==> src/rtl/core/csf_pkg.sv <==
// ----------------------------------------------------------------------------
// csf_pkg
// Types and constants shared by the changed span finder and its parts.
// ----------------------------------------------------------------------------
package csf_pkg;

    localparam int MAX_DIM_BITS  = 12;
    localparam int CHANNEL_BITS  = 8;
    localparam int CFG_DIM_BITS  = MAX_DIM_BITS + 1;
    localparam int LIMIT_BITS    = 9;
    localparam int RUN_BITS      = 8;
    localparam int CFG_DATA_BITS = CFG_DIM_BITS;
    localparam int CFG_ADDR_BITS = 2;

    localparam int SUM_BITS    = 2 * CHANNEL_BITS + 2;
    localparam int LIM_SQ_BITS = 2 * (LIMIT_BITS + 1);
    localparam int CMP_BITS    = (SUM_BITS > LIM_SQ_BITS) ? SUM_BITS : LIM_SQ_BITS;

    localparam logic [CFG_DIM_BITS-1:0] DIM_MAX = CFG_DIM_BITS'(1) << MAX_DIM_BITS;

    localparam logic [CFG_DIM_BITS-1:0] WIDTH_RESET  = CFG_DIM_BITS'(1024);
    localparam logic [CFG_DIM_BITS-1:0] HEIGHT_RESET = CFG_DIM_BITS'(768);
    localparam logic [LIMIT_BITS-1:0]   LIMIT_RESET  = LIMIT_BITS'(16);
    localparam logic [RUN_BITS-1:0]     RUN_RESET    = RUN_BITS'(32);
    localparam logic [LIM_SQ_BITS-1:0]  LIM_SQ_RESET =
        LIM_SQ_BITS'((int'(LIMIT_RESET) + 1) * (int'(LIMIT_RESET) + 1));

    typedef enum logic [CFG_ADDR_BITS-1:0] {
        REG_FRAME_WIDTH          = 2'd0,
        REG_FRAME_HEIGHT         = 2'd1,
        REG_COLOR_DISTANCE_LIMIT = 2'd2,
        REG_CLOSE_RUN_LENGTH     = 2'd3
    } cfg_reg_t;

    typedef struct packed {
        logic [CHANNEL_BITS-1:0] old_red;
        logic [CHANNEL_BITS-1:0] old_green;
        logic [CHANNEL_BITS-1:0] old_blue;
        logic [CHANNEL_BITS-1:0] new_red;
        logic [CHANNEL_BITS-1:0] new_green;
        logic [CHANNEL_BITS-1:0] new_blue;
        logic                    frame_start;
    } pixel_pair_t;

    typedef struct packed {
        logic [MAX_DIM_BITS-1:0] span_left;
        logic [MAX_DIM_BITS-1:0] span_right;
        logic [MAX_DIM_BITS-1:0] span_row;
    } span_t;

    typedef struct packed {
        logic [CFG_DIM_BITS-1:0] width;
        logic [CFG_DIM_BITS-1:0] height;
        logic [RUN_BITS-1:0]     run_len;
    } track_cfg_t;

endpackage

==> src/rtl/core/csf_pixel_compare.sv <==
// ----------------------------------------------------------------------------
// csf_pixel_compare
// Flags a pixel pair as changed when its squared RGB distance reaches the
// squared limit.
// ----------------------------------------------------------------------------
module csf_pixel_compare (
    input  csf_pkg::pixel_pair_t                 pixel,
    input  logic [csf_pkg::LIM_SQ_BITS-1:0]      lim_sq,
    output logic                                 changed
);

    localparam int SQ_BITS = 2 * csf_pkg::CHANNEL_BITS;

    logic [csf_pkg::CHANNEL_BITS-1:0]   diff_r, diff_g, diff_b;
    logic [SQ_BITS-1:0]                 sq_r, sq_g, sq_b;
    logic [csf_pkg::SUM_BITS-1:0]       sum;

    always_comb begin
        diff_r = (pixel.old_red > pixel.new_red) ? pixel.old_red - pixel.new_red
                                                 : pixel.new_red - pixel.old_red;
        diff_g = (pixel.old_green > pixel.new_green) ? pixel.old_green - pixel.new_green
                                                     : pixel.new_green - pixel.old_green;
        diff_b = (pixel.old_blue > pixel.new_blue) ? pixel.old_blue - pixel.new_blue
                                                   : pixel.new_blue - pixel.old_blue;
        sq_r = SQ_BITS'(diff_r) * SQ_BITS'(diff_r);
        sq_g = SQ_BITS'(diff_g) * SQ_BITS'(diff_g);
        sq_b = SQ_BITS'(diff_b) * SQ_BITS'(diff_b);
        sum  = csf_pkg::SUM_BITS'(sq_r) + csf_pkg::SUM_BITS'(sq_g)
             + csf_pkg::SUM_BITS'(sq_b);
        changed = csf_pkg::CMP_BITS'(sum) >= csf_pkg::CMP_BITS'(lim_sq);
    end

endmodule

==> src/rtl/core/csf_span_tracker.sv <==
// ----------------------------------------------------------------------------
// csf_span_tracker
// Keeps the raster position and the open span, and holds the closed span in
// the output register until the word is taken.
// ----------------------------------------------------------------------------
module csf_span_tracker (
    input  logic                 aclk,
    input  logic                 aresetn,
    input  csf_pkg::track_cfg_t  cfg,
    input  logic                 advance,
    input  logic                 changed,
    input  logic                 frame_start,
    output logic                 m_valid,
    input  logic                 m_ready,
    output csf_pkg::span_t       m_span
);

    localparam int DB = csf_pkg::MAX_DIM_BITS;
    localparam int CB = csf_pkg::CFG_DIM_BITS;
    localparam int RB = csf_pkg::RUN_BITS;

    logic          open_reg, open_next;
    logic [RB-1:0] run_reg, run_next;
    logic [DB-1:0] start_reg, start_next;
    logic [DB-1:0] col_reg, col_next;
    logic [DB-1:0] row_reg, row_next;
    logic          m_valid_reg, m_valid_next;
    csf_pkg::span_t span_reg, span_next;

    logic          open_c;
    logic [RB-1:0] run_c;
    logic [DB-1:0] col, row;
    logic          emit;

    always_ff @(posedge aclk) begin
        if (!aresetn) begin
            open_reg    <= 1'b0;
            run_reg     <= '0;
            start_reg   <= '0;
            col_reg     <= '0;
            row_reg     <= '0;
            m_valid_reg <= 1'b0;
        end else begin
            open_reg    <= open_next;
            run_reg     <= run_next;
            start_reg   <= start_next;
            col_reg     <= col_next;
            row_reg     <= row_next;
            m_valid_reg <= m_valid_next;
        end
        span_reg <= span_next;
    end

    always_comb begin
        open_c = frame_start ? 1'b0 : open_reg;
        run_c  = frame_start ? '0 : run_reg;
        col    = frame_start ? '0 : col_reg;
        row    = frame_start ? '0 : row_reg;

        open_next  = open_c;
        run_next   = run_c;
        start_next = start_reg;
        emit       = 1'b0;
        span_next  = span_reg;
        span_next.span_row = row;

        if (open_c) begin
            if (!changed) begin
                run_next = run_c + RB'(1);
                if (run_next >= cfg.run_len) begin
                    open_next            = 1'b0;
                    emit                 = 1'b1;
                    span_next.span_right = col - DB'(cfg.run_len) + DB'(1);
                end
            end else begin
                run_next = '0;
            end
        end else if (changed) begin
            open_next  = 1'b1;
            run_next   = '0;
            start_next = col;
        end

        span_next.span_left = start_next;

        if ((CB'(col) + CB'(1)) >= cfg.width) begin
            if (open_next) begin
                emit                 = 1'b1;
                span_next.span_right = DB'(cfg.width - CB'(1));
            end
            open_next = 1'b0;
            run_next  = '0;
            col_next  = '0;
            row_next  = ((CB'(row) + CB'(1)) >= cfg.height) ? '0 : row + DB'(1);
        end else begin
            col_next = col + DB'(1);
            row_next = row;
        end

        if (!advance) begin
            open_next  = open_reg;
            run_next   = run_reg;
            start_next = start_reg;
            col_next   = col_reg;
            row_next   = row_reg;
            span_next  = span_reg;
            m_valid_next = m_valid_reg && !m_ready;
        end else begin
            if (!emit) begin
                span_next = span_reg;
            end
            m_valid_next = emit;
        end
    end

    assign m_valid = m_valid_reg;
    assign m_span  = span_reg;

endmodule

==> src/rtl/core/changed_span_finder_unit.sv <==
// ----------------------------------------------------------------------------
// changed_span_finder_unit
// Pipeline: the input pixel register, then the tracker's span output register.
// Throughput: one pixel word per cycle (single update stage) unless m_ready stalls.
// Reset: synchronous, active low; config registers return to defaults, no span open.
// ----------------------------------------------------------------------------
module changed_span_finder_unit (
    input  logic                                aclk,
    input  logic                                aresetn,
    input  logic                                cfg_we,
    input  logic [csf_pkg::CFG_ADDR_BITS-1:0]   cfg_addr,
    input  logic [csf_pkg::CFG_DATA_BITS-1:0]   cfg_wdata,
    input  logic                                s_valid,
    output logic                                s_ready,
    input  csf_pkg::pixel_pair_t                s_pixel,
    output logic                                m_valid,
    input  logic                                m_ready,
    output csf_pkg::span_t                      m_span
);

    logic [csf_pkg::CFG_DIM_BITS-1:0] width_reg, height_reg;
    logic [csf_pkg::RUN_BITS-1:0]     run_len_reg;
    logic [csf_pkg::LIM_SQ_BITS-1:0]  lim_sq_reg;
    logic [csf_pkg::LIMIT_BITS:0]     lim1;

    logic                  p_valid_reg;
    csf_pkg::pixel_pair_t  pixel_reg;
    logic                  advance;
    logic                  changed;
    csf_pkg::track_cfg_t   track_cfg;

    assign lim1 = {1'b0, cfg_wdata[csf_pkg::LIMIT_BITS-1:0]} + (csf_pkg::LIMIT_BITS+1)'(1);

    always_ff @(posedge aclk) begin
        if (!aresetn) begin
            width_reg   <= csf_pkg::WIDTH_RESET;
            height_reg  <= csf_pkg::HEIGHT_RESET;
            run_len_reg <= csf_pkg::RUN_RESET;
            lim_sq_reg  <= csf_pkg::LIM_SQ_RESET;
        end else if (cfg_we) begin
            unique case (csf_pkg::cfg_reg_t'(cfg_addr))
                csf_pkg::REG_FRAME_WIDTH: begin
                    width_reg <= cfg_wdata;
                end
                csf_pkg::REG_FRAME_HEIGHT: begin
                    height_reg <= cfg_wdata;
                end
                csf_pkg::REG_COLOR_DISTANCE_LIMIT: begin
                    lim_sq_reg <= csf_pkg::LIM_SQ_BITS'(lim1) * csf_pkg::LIM_SQ_BITS'(lim1);
                end
                csf_pkg::REG_CLOSE_RUN_LENGTH: begin
                    run_len_reg <= cfg_wdata[csf_pkg::RUN_BITS-1:0];
                end
                default: begin
                end
            endcase
        end
    end

    always_comb begin
        track_cfg.width = (width_reg == '0) ? csf_pkg::CFG_DIM_BITS'(1)
                        : (width_reg > csf_pkg::DIM_MAX) ? csf_pkg::DIM_MAX : width_reg;
        track_cfg.height = (height_reg == '0) ? csf_pkg::CFG_DIM_BITS'(1)
                         : (height_reg > csf_pkg::DIM_MAX) ? csf_pkg::DIM_MAX : height_reg;
        track_cfg.run_len = (run_len_reg == '0) ? csf_pkg::RUN_BITS'(1) : run_len_reg;
    end

    assign advance = p_valid_reg && (!m_valid || m_ready);
    assign s_ready = !p_valid_reg || advance;

    always_ff @(posedge aclk) begin
        if (!aresetn) begin
            p_valid_reg <= 1'b0;
        end else if (s_ready) begin
            p_valid_reg <= s_valid;
        end
        if (s_valid && s_ready) begin
            pixel_reg <= s_pixel;
        end
    end

    csf_pixel_compare u_compare (
        .pixel   (pixel_reg),
        .lim_sq  (lim_sq_reg),
        .changed (changed)
    );

    csf_span_tracker u_tracker (
        .aclk        (aclk),
        .aresetn     (aresetn),
        .cfg         (track_cfg),
        .advance     (advance),
        .changed     (changed),
        .frame_start (pixel_reg.frame_start),
        .m_valid     (m_valid),
        .m_ready     (m_ready),
        .m_span      (m_span)
    );

endmodule
==> config.mk <==
export PLATFORM = sky130hd
export DESIGN_NAME = changed_span_finder_unit
export DESIGN_NICKNAME = d
export VERILOG_FILES = /design/src/rtl/core/csf_pkg.sv /design/src/rtl/core/csf_pixel_compare.sv /design/src/rtl/core/csf_span_tracker.sv /design/src/rtl/core/changed_span_finder_unit.sv
export SDC_FILE = /design/constraint.sdc
export NUM_CORES = 1
export LEC_CHECK = 0
export ABC_CLOCK_PERIOD_IN_PS = 15570
export BUFFER_PORTS_ARGS = -buffer_cell sky130_fd_sc_hd__buf_2
export CORE_MARGIN = 2
export CORE_UTILIZATION = 25
export DETAILED_ROUTE_END_ITERATION = 10
export GPL_ROUTABILITY_DRIVEN = 0
export GPL_TIMING_DRIVEN = 0
export PLACE_DENSITY = 0.41
export REMOVE_ABC_BUFFERS = 1
export SYNTH_ARGS = -nofsm -noshare
export SYNTH_HDL_FRONTEND = slang
export SYNTH_HIERARCHICAL = 1
export SYNTH_SLANG_ARGS = --single-unit
==> constraint.sdc <==
create_clock -name aclk -period 15.57 [get_ports aclk]
set_input_delay 1.557 -clock aclk [delete_from_list [all_inputs] [get_ports aclk]]
set_output_delay 1.557 -clock aclk [all_outputs]
set_load 0.02 [all_outputs]
==> metrics.yaml, run 1 <==
outcome:
  run_status: "finished clean"
flow_run:
  drv_cap: 0
logic_synthesis:
  synth_enable_flop_cells: 85
  synth-seq-area-share_pct: 22.2
  synth-async-reset-ratio_pct: 0
  postSynthCellCount: 2302
  netlist_top_cells_area: "sky130_fd_sc_hd__fa_1 (16%), sky130_fd_sc_hd__ha_1 (16%), sky130_fd_sc_hd__edfxtp_1 (12%), sky130_fd_sc_hd__dfxtp_1 (9.7%), sky130_fd_sc_hd__inv_1 (7.0%)"
  ys_dominant_reg_cell: "sky130_fd_sc_hd__dfxtp_1"
  yosys.cell_types.count: 92
  mappedNetlistArea_mm2: 0.0206
  synth_largest_area_cell: "sky130_fd_sc_hd__fa_1"
  synth_warnings: 6
  synthDominantCellAreaShare_pct: 16.4
  syn_avg_cell_area_um2: 8.93
  number_of_register_bits_inferred_by_synthesis: 185
setup_path:
  cp_top_family: "adder cells"
  cp_max_fo: 24
  crit_path_start_kind: "flip-flop"
  worstSetupEndpointType: "flip-flop"
  worst-setup-path-type: "flip-flop to flip-flop"
  r2r_slack_ns: 1.67
  cpMaxStageDelayCell: "sky130_fd_sc_hd__xnor2_1"
  slowest_delay_ns: 0.67
  critical_path.n_buffers_inverters: 13
  cpMostUsedCell: "sky130_fd_sc_hd__inv_1"
  timing.critical_path.required_ns: 15.77
  worst_ep_arrival_time_ns: 14.10
routing:
  drc: 0
  post_drt_wl_per_cell_um: 15.6
  wl_met2_mm: 26.0
  maxUsedRoutingLayer: "met5"
  antenna_left: 0
  vias_per_cell: 4.52
  drt_iter0_drc: 678
  vias: 15500
  wirelength_met1_mm: 24.3
  drt_wl_total_mm: 53.5
  dr_wl_met3_mm: 1.97
  drt_first_pass_iters: 5
clocking:
  ctsRootBufferMaster: "sky130_fd_sc_hd__clkbuf_16"
  hold_buffers: 0
  clkSlewWorstSetupHoldPaths_ns: 0.09
  clock_latency_ns: 0.50
  post_cts_resized: 0
  postCtsSetupBuffers: 0
  clk_path_buf_depth: 2
  tritoncts: "built"
  cts_made_buffers: 17
  clock_sinks: 185
  clock_tree.htree_level_count: 4
sta:
  max_slew.worst_pin.slew_ns: 1.37
  timing.hold.ws_ns: 0.467
  clock-skew-final_ns: 0.0258
  finalCriticalPeriod_ns: 13.90
  slew_viol_final: 0
  max-slew-margin-rel_pct: 8.40
  final.setup.worst_slack_ns: 1.67
  setup_repair_after_global_routing_missed_its_margin: "no"
  clock.fmax_mhz: 71.9
  period_share_pct: 89.3
  timing_hold_violations_final: 0
  setup_viol: 0
layout:
  area.growth.synth_to_final_pct: 11.5
  layoutNonFillerInstCount: 3438
  largest_register_ffs: 49
  n_fill_cell: 8793
  drive_above_1_share_pct: 9.21
  num-nets-final: 2852
grt:
  grt_antenna_before_repair: 10
  gr_usage_total_pct: 13.0
  first_global_vias: 16400
  grt_first_pass_wirelength_mm: 88.0
  overflow: 0
  grt_max_degree: 84
floorplan:
  placementRows: 105
  fp.dieArea_mm2: 0.0845
  die-width_um: 291
  top_level_ports: 107
  start_util_pct: 25.2
  coreArea_mm2: 0.0817
  die_height_um: 291
placed_design:
  hpwl_mm: 43.6
  pre_cts_slack_ns: 1.60
  io_buffers: 106
  placedCellCount: 3405
hold_path:
  worst_hold_path_type: "flip-flop to flip-flop"
==> synthesized netlist by cell type, types with 25 or more instances <==
library cell / n
sky130_fd_sc_hd__nand3_1: 55
sky130_fd_sc_hd__nand2_1: 195
sky130_fd_sc_hd__xor2_1: 33
sky130_fd_sc_hd__nor3_1: 25
sky130_fd_sc_hd__edfxtp_1: 85
sky130_fd_sc_hd__and2_1: 27
sky130_fd_sc_hd__ha_1: 261
sky130_fd_sc_hd__inv_1: 383
sky130_fd_sc_hd__xnor2_1: 79
sky130_fd_sc_hd__a21boi_0: 37
sky130_fd_sc_hd__a21o_1: 40
sky130_fd_sc_hd__dfxtp_1: 100
sky130_fd_sc_hd__mux2i_1: 35
sky130_fd_sc_hd__a21oi_1: 94
sky130_fd_sc_hd__nand2b_1: 38
sky130_fd_sc_hd__fa_1: 168
sky130_fd_sc_hd__clkbuf_1: 54
sky130_fd_sc_hd__nor2b_1: 52
sky130_fd_sc_hd__nor2_1: 141
sky130_fd_sc_hd__or2_2: 27
sky130_fd_sc_hd__o21ai_0: 50
==> through the flow <==
step	utilization, %	TNS [ns]	area (um^2)
after floorplan	-	0	20200
after global placement	27.0	-66.64	22000
after detailed placement	27.2	0	22200
after CTS	28.0	0	22900
after global routing	28.0	0	22900
final	28.0	0	22900
==> cell families (layout without fill, tap and decap cells) <==
family	count (synthesis)	in the layout	share of synthesized area (%)
simple gates	654	654	15.9
mux	42	42	2.09
flops	185	185	22.2
other cells	2	9	0.0365
xor+xnor	117	117	5.17
compound gates	400	400	13.4
fa+ha+maj	429	429	32.2
buf+inv	473	532	9.01
==> layer usage <==
| metal | global-route usage (%) | vias to the layer above |
|---|---|---|
| li1 | - | 7728 |
| met1 | 16.3 | 7512 |
| met2 | 22.6 | 212 |
| met3 | 2.45 | 62 |
| met4 | 3.58 | 10 |
| met5 | 0 | - |
==> layout make-up <==
class	instances	area [um^2]	area share, %
Clock inverter	15	235	1.03
Timing Repair Buffer	114	674	2.94
Inverter	386	1450	6.32
Sequential cell	185	4550	19.9
Tap cell	1070	1340	5.84
Antenna cell	1	2.50	0.0109
Clock buffer	17	425	1.86
Multi-Input combinational cell	1650	14200	62.1
==> path summary, 6_finish.rpt <==
kind                         from                    to  cells past startpoint
max reg2reg         pixel_reg[41]  u_tracker/m_span[10]                     51
min reg2reg  u_tracker/col_reg[9]  u_tracker/col_reg[9]                      2
max                 pixel_reg[41]  u_tracker/m_span[10]                     51
min          u_tracker/col_reg[9]  u_tracker/col_reg[9]                      2
==> worst register-to-register path: cells and delay by family (launching register included) <==
family	cells	cell delay [ns]
multiplexers	1	0.18
XOR/XNOR	2	0.82
flip-flops	1	0.40
AND/OR/NAND/NOR	5	1.23
AO/OA/AOI/OAI	15	3.33
adder cells (fa/ha/maj)	15	6.26
buffers and inverters	13	1.37
==> placed cells by master (no fill, tap or decap), types with 8 or more instances in the layout <==
cell and instances:
sky130_fd_sc_hd__a211oi_1 17, sky130_fd_sc_hd__a21boi_0 36, sky130_fd_sc_hd__a21boi_1 9, sky130_fd_sc_hd__a21o_1 40
sky130_fd_sc_hd__a21oi_1 93, sky130_fd_sc_hd__a31oi_1 14, sky130_fd_sc_hd__and2_1 27, sky130_fd_sc_hd__and3_1 17
sky130_fd_sc_hd__buf_2 105, sky130_fd_sc_hd__clkbuf_16 17, sky130_fd_sc_hd__conb_1 8, sky130_fd_sc_hd__dfxtp_1 100
sky130_fd_sc_hd__edfxtp_1 85, sky130_fd_sc_hd__fa_1 168, sky130_fd_sc_hd__ha_1 261, sky130_fd_sc_hd__inv_1 383
sky130_fd_sc_hd__mux2i_1 35, sky130_fd_sc_hd__nand2_1 195, sky130_fd_sc_hd__nand2b_1 38, sky130_fd_sc_hd__nand3_1 55
sky130_fd_sc_hd__nand3b_1 8, sky130_fd_sc_hd__nand4_1 10, sky130_fd_sc_hd__nor2_1 141, sky130_fd_sc_hd__nor2b_1 52
sky130_fd_sc_hd__nor3_1 24, sky130_fd_sc_hd__nor4_1 16, sky130_fd_sc_hd__o211a_1 12, sky130_fd_sc_hd__o211ai_1 15
sky130_fd_sc_hd__o21a_1 12, sky130_fd_sc_hd__o21ai_0 50, sky130_fd_sc_hd__o21ai_1 13, sky130_fd_sc_hd__o21bai_1 15
sky130_fd_sc_hd__o22ai_1 10, sky130_fd_sc_hd__or2_2 27, sky130_fd_sc_hd__xnor2_1 79, sky130_fd_sc_hd__xor2_1 33
Power of run 1 is left out: the tool's default activity adds up to more than one toggle a clock period on the data nets, which glitch-free logic cannot reach.
==> run 2, diff against run 1 <==
ABC_CLOCK_PERIOD_IN_PS = 12400   (was 15570)
BUFFER_PORTS_ARGS = not set   (was -buffer_cell sky130_fd_sc_hd__buf_2)
DONT_BUFFER_PORTS = 1   (was not set)
PLACE_DENSITY = 0.42   (was 0.41)
clock period = 12.4 ns   (was 15.57 ns; I/O delays follow)
==> metrics.yaml, run 2 (synthesized netlist as in run 1, its figures left out) <==
outcome:
  run_status: "finished clean"
sta:
  max-slew-margin-rel_pct: 9.01  # +0.61 points
  setup_viol: 0  # unchanged
  finalCriticalPeriod_ns: 12.35  # -1.56 ns
  period_share_pct: 99.6  # +10 points
  max_slew.worst_pin.slew_ns: 1.36  # -0.00922 ns
  clock-skew-final_ns: 0.0190  # -0.00683 ns
  timing_hold_violations_final: 0  # unchanged
  slew_viol_final: 0  # unchanged
  setup_repair_after_global_routing_missed_its_margin: "yes"
  clock.fmax_mhz: 81.0  # +13%
floorplan:
  die_height_um: 291  # unchanged
  top_level_ports: 107  # unchanged
  die-width_um: 291  # unchanged
  coreArea_mm2: 0.0817  # unchanged
  start_util_pct: 25.2  # unchanged
  placementRows: 105  # unchanged
  fp.dieArea_mm2: 0.0845  # unchanged
layout:
  n_fill_cell: 8696  # -1.1%
  largest_register_ffs: 49  # unchanged
  area.growth.synth_to_final_pct: 14.4
  final_common_cell: "sky130_fd_sc_hd__inv_1"
  layoutNonFillerInstCount: 3392  # -1.3%
  layout_common_cells: "sky130_fd_sc_hd__inv_1 (369), sky130_fd_sc_hd__ha_1 (252), sky130_fd_sc_hd__nand2_1 (189), sky130_fd_sc_hd__fa_1 (166), sky130_fd_sc_hd__nor2_1 (138)"
  area.sequential_mm2: 0.00455  # unchanged
  num-nets-final: 2804  # -1.7%
  drive_above_1_share_pct: 10.8  # +1.6 points
  multiInputGateArea_mm2: 0.0149  # +4.6%
routing:
  drt_first_pass_iters: 5  # unchanged
  drt_iter0_drc: 812  # +20%
  vias: 15600  # +0.70%
  drc: 0  # unchanged
  drt_wl_total_mm: 55.1  # +3.0%
  vias_per_cell: 4.61  # +2.1%
  antenna_left: 0  # unchanged
  post_drt_wl_per_cell_um: 16.2  # +4.4%
setup_path:
  cp_top_family: "adder cells"
  worstSetupEndpointType: "flip-flop"
  timing.critical_path.required_ns: 12.58  # -3.19 ns
  worst_ep_arrival_time_ns: 12.53  # -1.57 ns
  slowest_delay_ns: 0.55  # -0.12 ns
  cpMaxStageDelayCell: "sky130_fd_sc_hd__fa_1"
  cp_max_fo: 7  # -71%
  cpMostUsedCell: "sky130_fd_sc_hd__fa_1"
  worst-setup-path-type: "flip-flop to flip-flop"
  critical_path.n_buffers_inverters: 14  # +1
  crit_path_start_kind: "flip-flop"
clocking:
  ctsRootBufferMaster: "sky130_fd_sc_hd__clkbuf_16"
  tritoncts: "built"
  clock_tree.htree_level_count: 4  # unchanged
  clock_sinks: 185  # unchanged
  clk_path_buf_depth: 2  # unchanged
  clkSlewWorstSetupHoldPaths_ns: 0.08  # about the same
  hold_buffers: 0  # unchanged
  cts_made_buffers: 17  # unchanged
  clock_latency_ns: 0.48  # -0.02 ns
placed_design:
  io_buffers: 0  # -100%
  placedCellCount: 3298  # -3.1%
  hpwl_mm: 43.1  # -1.2%
flow_run:
  drv_cap: 0  # unchanged
grt:
  overflow: 0  # unchanged
  gr_usage_total_pct: 13.3  # +0.28 points
  grt_first_pass_wirelength_mm: 89.0  # +1.1%
  first_global_vias: 16400  # +0.031%
  grt_max_degree: 112  # +33%
  grt_antenna_before_repair: 16  # +6
hold_path:
  worst_hold_path_type: "flip-flop to flip-flop"
==> run 2: cell type report <==
| class | count | share of cell area (%) |
|---|---|---|
| clock buffer | 21 | 2.05 |
| timing repair buffer | 65 | 2.86 |
| inverter | 386 | 6.18 |
| antenna | 3 | 0.0319 |
| tap | 1070 | 5.69 |
| sequential | 185 | 19.4 |
| clock inverter | 11 | 0.500 |
| multi-input combinational | 1651 | 63.3 |
==> run 2: metrics by stage <==
step                area [um^2]  hold WS (ns)  setup TNS, ns  setup WS, ns  utilization [%]
floorplan                 20200         0.435         -63.08         -1.42                -
global placement          21500         0.443        -340.34         -5.29             26.3
detailed placement        21700         0.453        -143.58         -2.02             26.5
CTS                       23200         0.462         -0.873       -0.0419             28.5
global route              23500         0.480         -26.30        -0.463             28.8
finish                    23500         0.462              0        0.0540             28.8
==> run 2: final timing paths <==
| path | startpoint | end | slack, ns | depth (start not counted) |
|---|---|---|---|---|
| max | pixel_reg[18] | u_tracker/m_span[33] | 0.05 | 49 |
| min | u_tracker/col_reg[9] | u_tracker/col_reg[9] | 0.46 | 2 |
| max reg2reg | pixel_reg[18] | u_tracker/m_span[33] | 0.05 | 49 |
| min reg2reg | u_tracker/col_reg[9] | u_tracker/col_reg[9] | 0.46 | 2 |
==> run 2: worst min-delay path: cells and delay by family, from the launching register on <==
kind | cells | cell delay, ns
AND/OR/NAND/NOR | 1 | 0.06
flip-flops | 1 | 0.31
AO/OA/AOI/OAI | 1 | 0.05
==> run 2: timing repair <==
| action | in CTS | in global routing |
|---|---|---|
| gates cloned | 4 | 1 |
| resized for setup | 99 | 49 |
| endpoints found under the setup margin | 82 | 82 |
| setup buffers | 45 | 11 |
| pin swaps | 44 | 57 |
==> run 2: metal layers <==
layer,vias up,global-route usage [%],routed length [um]
li1,7645,-,-
met1,7662,16.0,23800
met2,234,23.0,27100
met3,73,3.63,2930
met4,18,3.79,1170
met5,-,0,126
Power of run 2 is left out for the same reason.
==> run 3, diff against run 2 <==
CELL_PAD_IN_SITES_DETAIL_PLACEMENT = 1   (was not set)
CELL_PAD_IN_SITES_GLOBAL_PLACEMENT = 1   (was not set)
CORE_ASPECT_RATIO = 1.1   (was not set)
HOLD_SLACK_MARGIN = 0.1   (was not set)
PLACE_DENSITY = 0.5   (was 0.42)
==> metrics.yaml, run 3 (synthesized netlist as in run 1, its figures left out) <==
outcome:
  run_status: "finished clean"
floorplan:
  die_height_um: 305  # +4.8%
  fp.dieArea_mm2: 0.0845  # about the same
  coreArea_mm2: 0.0816  # -0.12%
  placementRows: 110  # +4.8%
  start_util_pct: 25.2  # +0.031 points
  die-width_um: 277  # -4.6%
  top_level_ports: 107  # unchanged
grt:
  grt_max_degree: 112  # unchanged
  overflow: 0  # unchanged
  first_global_vias: 17000  # +4.0%
  grt_antenna_before_repair: 8  # -8
  gr_usage_total_pct: 14.1  # +0.84 points
  grt_first_pass_wirelength_mm: 94.2  # +5.8%
sta:
  slew_viol_final: 0  # unchanged
  timing_hold_violations_final: 0  # unchanged
  clock-skew-final_ns: 0.0228  # +0.00381 ns
  max-slew-margin-rel_pct: 8.21  # -0.80 points
  finalCriticalPeriod_ns: 12.17  # -0.175 ns
  setup_viol: 0  # unchanged
  clock.fmax_mhz: 82.2  # +1.4%
  period_share_pct: 98.2  # -1.4 points
  max_slew.worst_pin.slew_ns: 1.38  # +0.0120 ns
  setup_repair_after_global_routing_missed_its_margin: "yes"
clocking:
  clock_tree.htree_level_count: 4  # unchanged
  clock_sinks: 185  # unchanged
  cts_made_buffers: 17  # unchanged
  clk_path_buf_depth: 2  # unchanged
  tritoncts: "built"
  ctsRootBufferMaster: "sky130_fd_sc_hd__clkbuf_16"
  hold_buffers: 0  # unchanged
  clock_latency_ns: 0.50  # +0.02 ns
  clkSlewWorstSetupHoldPaths_ns: 0.08  # about the same
setup_path:
  critical_path.endpoint: "u_tracker/m_span[23]"
  timing.reg2reg.worst_path_depth: 51  # +4.1%
  cpMostUsedCell: "sky130_fd_sc_hd__fa_1"
  cpMaxStageDelayCell: "sky130_fd_sc_hd__fa_1"
  crit_path_start_kind: "flip-flop"
  r2r_start: "pixel_reg[41]"
  slowest_delay_ns: 0.54  # about the same
  reg2reg_to: "u_tracker/m_span[23]"
  cp_max_fo: 7  # unchanged
  worst-setup-path-type: "flip-flop to flip-flop"
  worst_setup_path_startpoint: "pixel_reg[41]"
  worst_ep_arrival_time_ns: 12.38  # -0.15 ns
  r2r_slack_ns: 0.23  # +0.18 ns
  worstSetupEndpointType: "flip-flop"
  timing.critical_path.required_ns: 12.61  # +0.03 ns
routing:
  dr_wl_met3_mm: 2.66  # -9.3%
  post_drt_wl_per_cell_um: 17.3  # +6.4%
  drc: 0  # unchanged
  wl_met2_mm: 29.2  # +8.0%
  drt_wl_total_mm: 58.6  # +6.5%
  maxUsedRoutingLayer: "met5"
  drt_iter0_drc: 500  # -38%
  antenna_left: 0  # unchanged
  vias: 15600  # -0.33%
  wirelength_met1_mm: 25.7  # +8.1%
  drt_first_pass_iters: 4  # -1
  vias_per_cell: 4.59  # -0.39%
flow_run:
  drv_cap: 0  # unchanged
layout:
  n_fill_cell: 9425  # +8.4%
  largest_register_ffs: 49  # unchanged
  final_common_cell: "sky130_fd_sc_hd__inv_1"
  area.growth.synth_to_final_pct: 15.6
  layout_common_cells: "sky130_fd_sc_hd__inv_1 (371), sky130_fd_sc_hd__ha_1 (247), sky130_fd_sc_hd__nand2_1 (191), sky130_fd_sc_hd__fa_1 (165), sky130_fd_sc_hd__nor2_1 (136)"
  num-nets-final: 2812  # +0.29%
  drive_above_1_share_pct: 11.6  # +0.87 points
  stdcell_area_mm2: 0.0238  # +1.0%
placed_design:
  io_buffers: 0  # unchanged
  hpwl_mm: 46.2  # +7.2%
  dpl-instance-area_mm2: 0.0217  # about the same
hold_path:
  worst_hold_path_type: "flip-flop to flip-flop"
[run 3: critical path: cells and delay by family (launching register included)]
| family | cells | cell delay, ns |
|---|---|---|
| adders and majority gates | 15 | 6.25 |
| buffers and inverters | 15 | 1.29 |
| muxes | 1 | 0.24 |
| DFF | 1 | 0.39 |
| and+or+nand+nor | 5 | 0.83 |
| AOI/OAI and AO/OA | 12 | 2.43 |
| xor gates and xnor gates | 3 | 0.43 |
[run 3: timing repair]
item	in CTS	in global routing
setup endpoints to repair	82	80
cloned	4	2
pin swaps	52	68
resized for setup	99	66
buffers inserted	36	25
endpoints found under the hold margin	0	0
[run 3: routing by layer]
| metal | vias up | GRT usage, % |
|---|---|---|
| met1 | 7729 | 17.0 |
| li1 | 7656 | - |
| met5 | - | 0 |
| met3 | 60 | 3.73 |
| met4 | 10 | 3.61 |
| met2 | 125 | 24.8 |
[run 3: worst min-delay path by stage]
stage,from,slack (ns),cells past startpoint,end
global route,u_tracker/col_reg[9],0.49,2,u_tracker/col_reg[9]
floorplan,u_tracker/col_reg[11],0.44,2,u_tracker/col_reg[11]
CTS,u_tracker/col_reg[11],0.47,2,u_tracker/col_reg[11]
finish,u_tracker/col_reg[11],0.47,2,u_tracker/col_reg[11]
detailed placement,u_tracker/col_reg[11],0.46,2,u_tracker/col_reg[11]
global placement,u_tracker/col_reg[11],0.44,2,u_tracker/col_reg[11]
[run 3: cell type report]
cell class / count / area [um^2] / area share [%]
Multi-Input combinational cell: 1654 / 15100 / 63.5
Sequential cell: 185 / 4550 / 19.2
Inverter: 386 / 1460 / 6.13
Tap cell: 1064 / 1330 / 5.60
Timing Repair Buffer: 70 / 748 / 3.15
Clock buffer: 19 / 443 / 1.86
Clock inverter: 13 / 143 / 0.600
Antenna cell: 3 / 7.51 / 0.0316
[run 3: stage by stage]
| stage | setup WS [ns] | TNS [ns] | util (%) | cells | hold slack, ns |
|---|---|---|---|---|---|
| 2_1_floorplan | -1.42 | -63.08 | - | 2221 | 0.435 |
| 3_3_place_gp | -5.49 | -351.15 | 26.4 | 3285 | 0.444 |
| 3_5_place_dp | -2.16 | -150.83 | 26.6 | 3293 | 0.457 |
| 4_1_cts | -0.00983 | -0.0238 | 28.4 | 3365 | 0.470 |
| 5_1_grt | -0.377 | -19.87 | 29.1 | 3391 | 0.493 |
| 6_report | 0.229 | 0 | 29.1 | 3394 | 0.467 |
Power of run 3 is left out for the same reason.
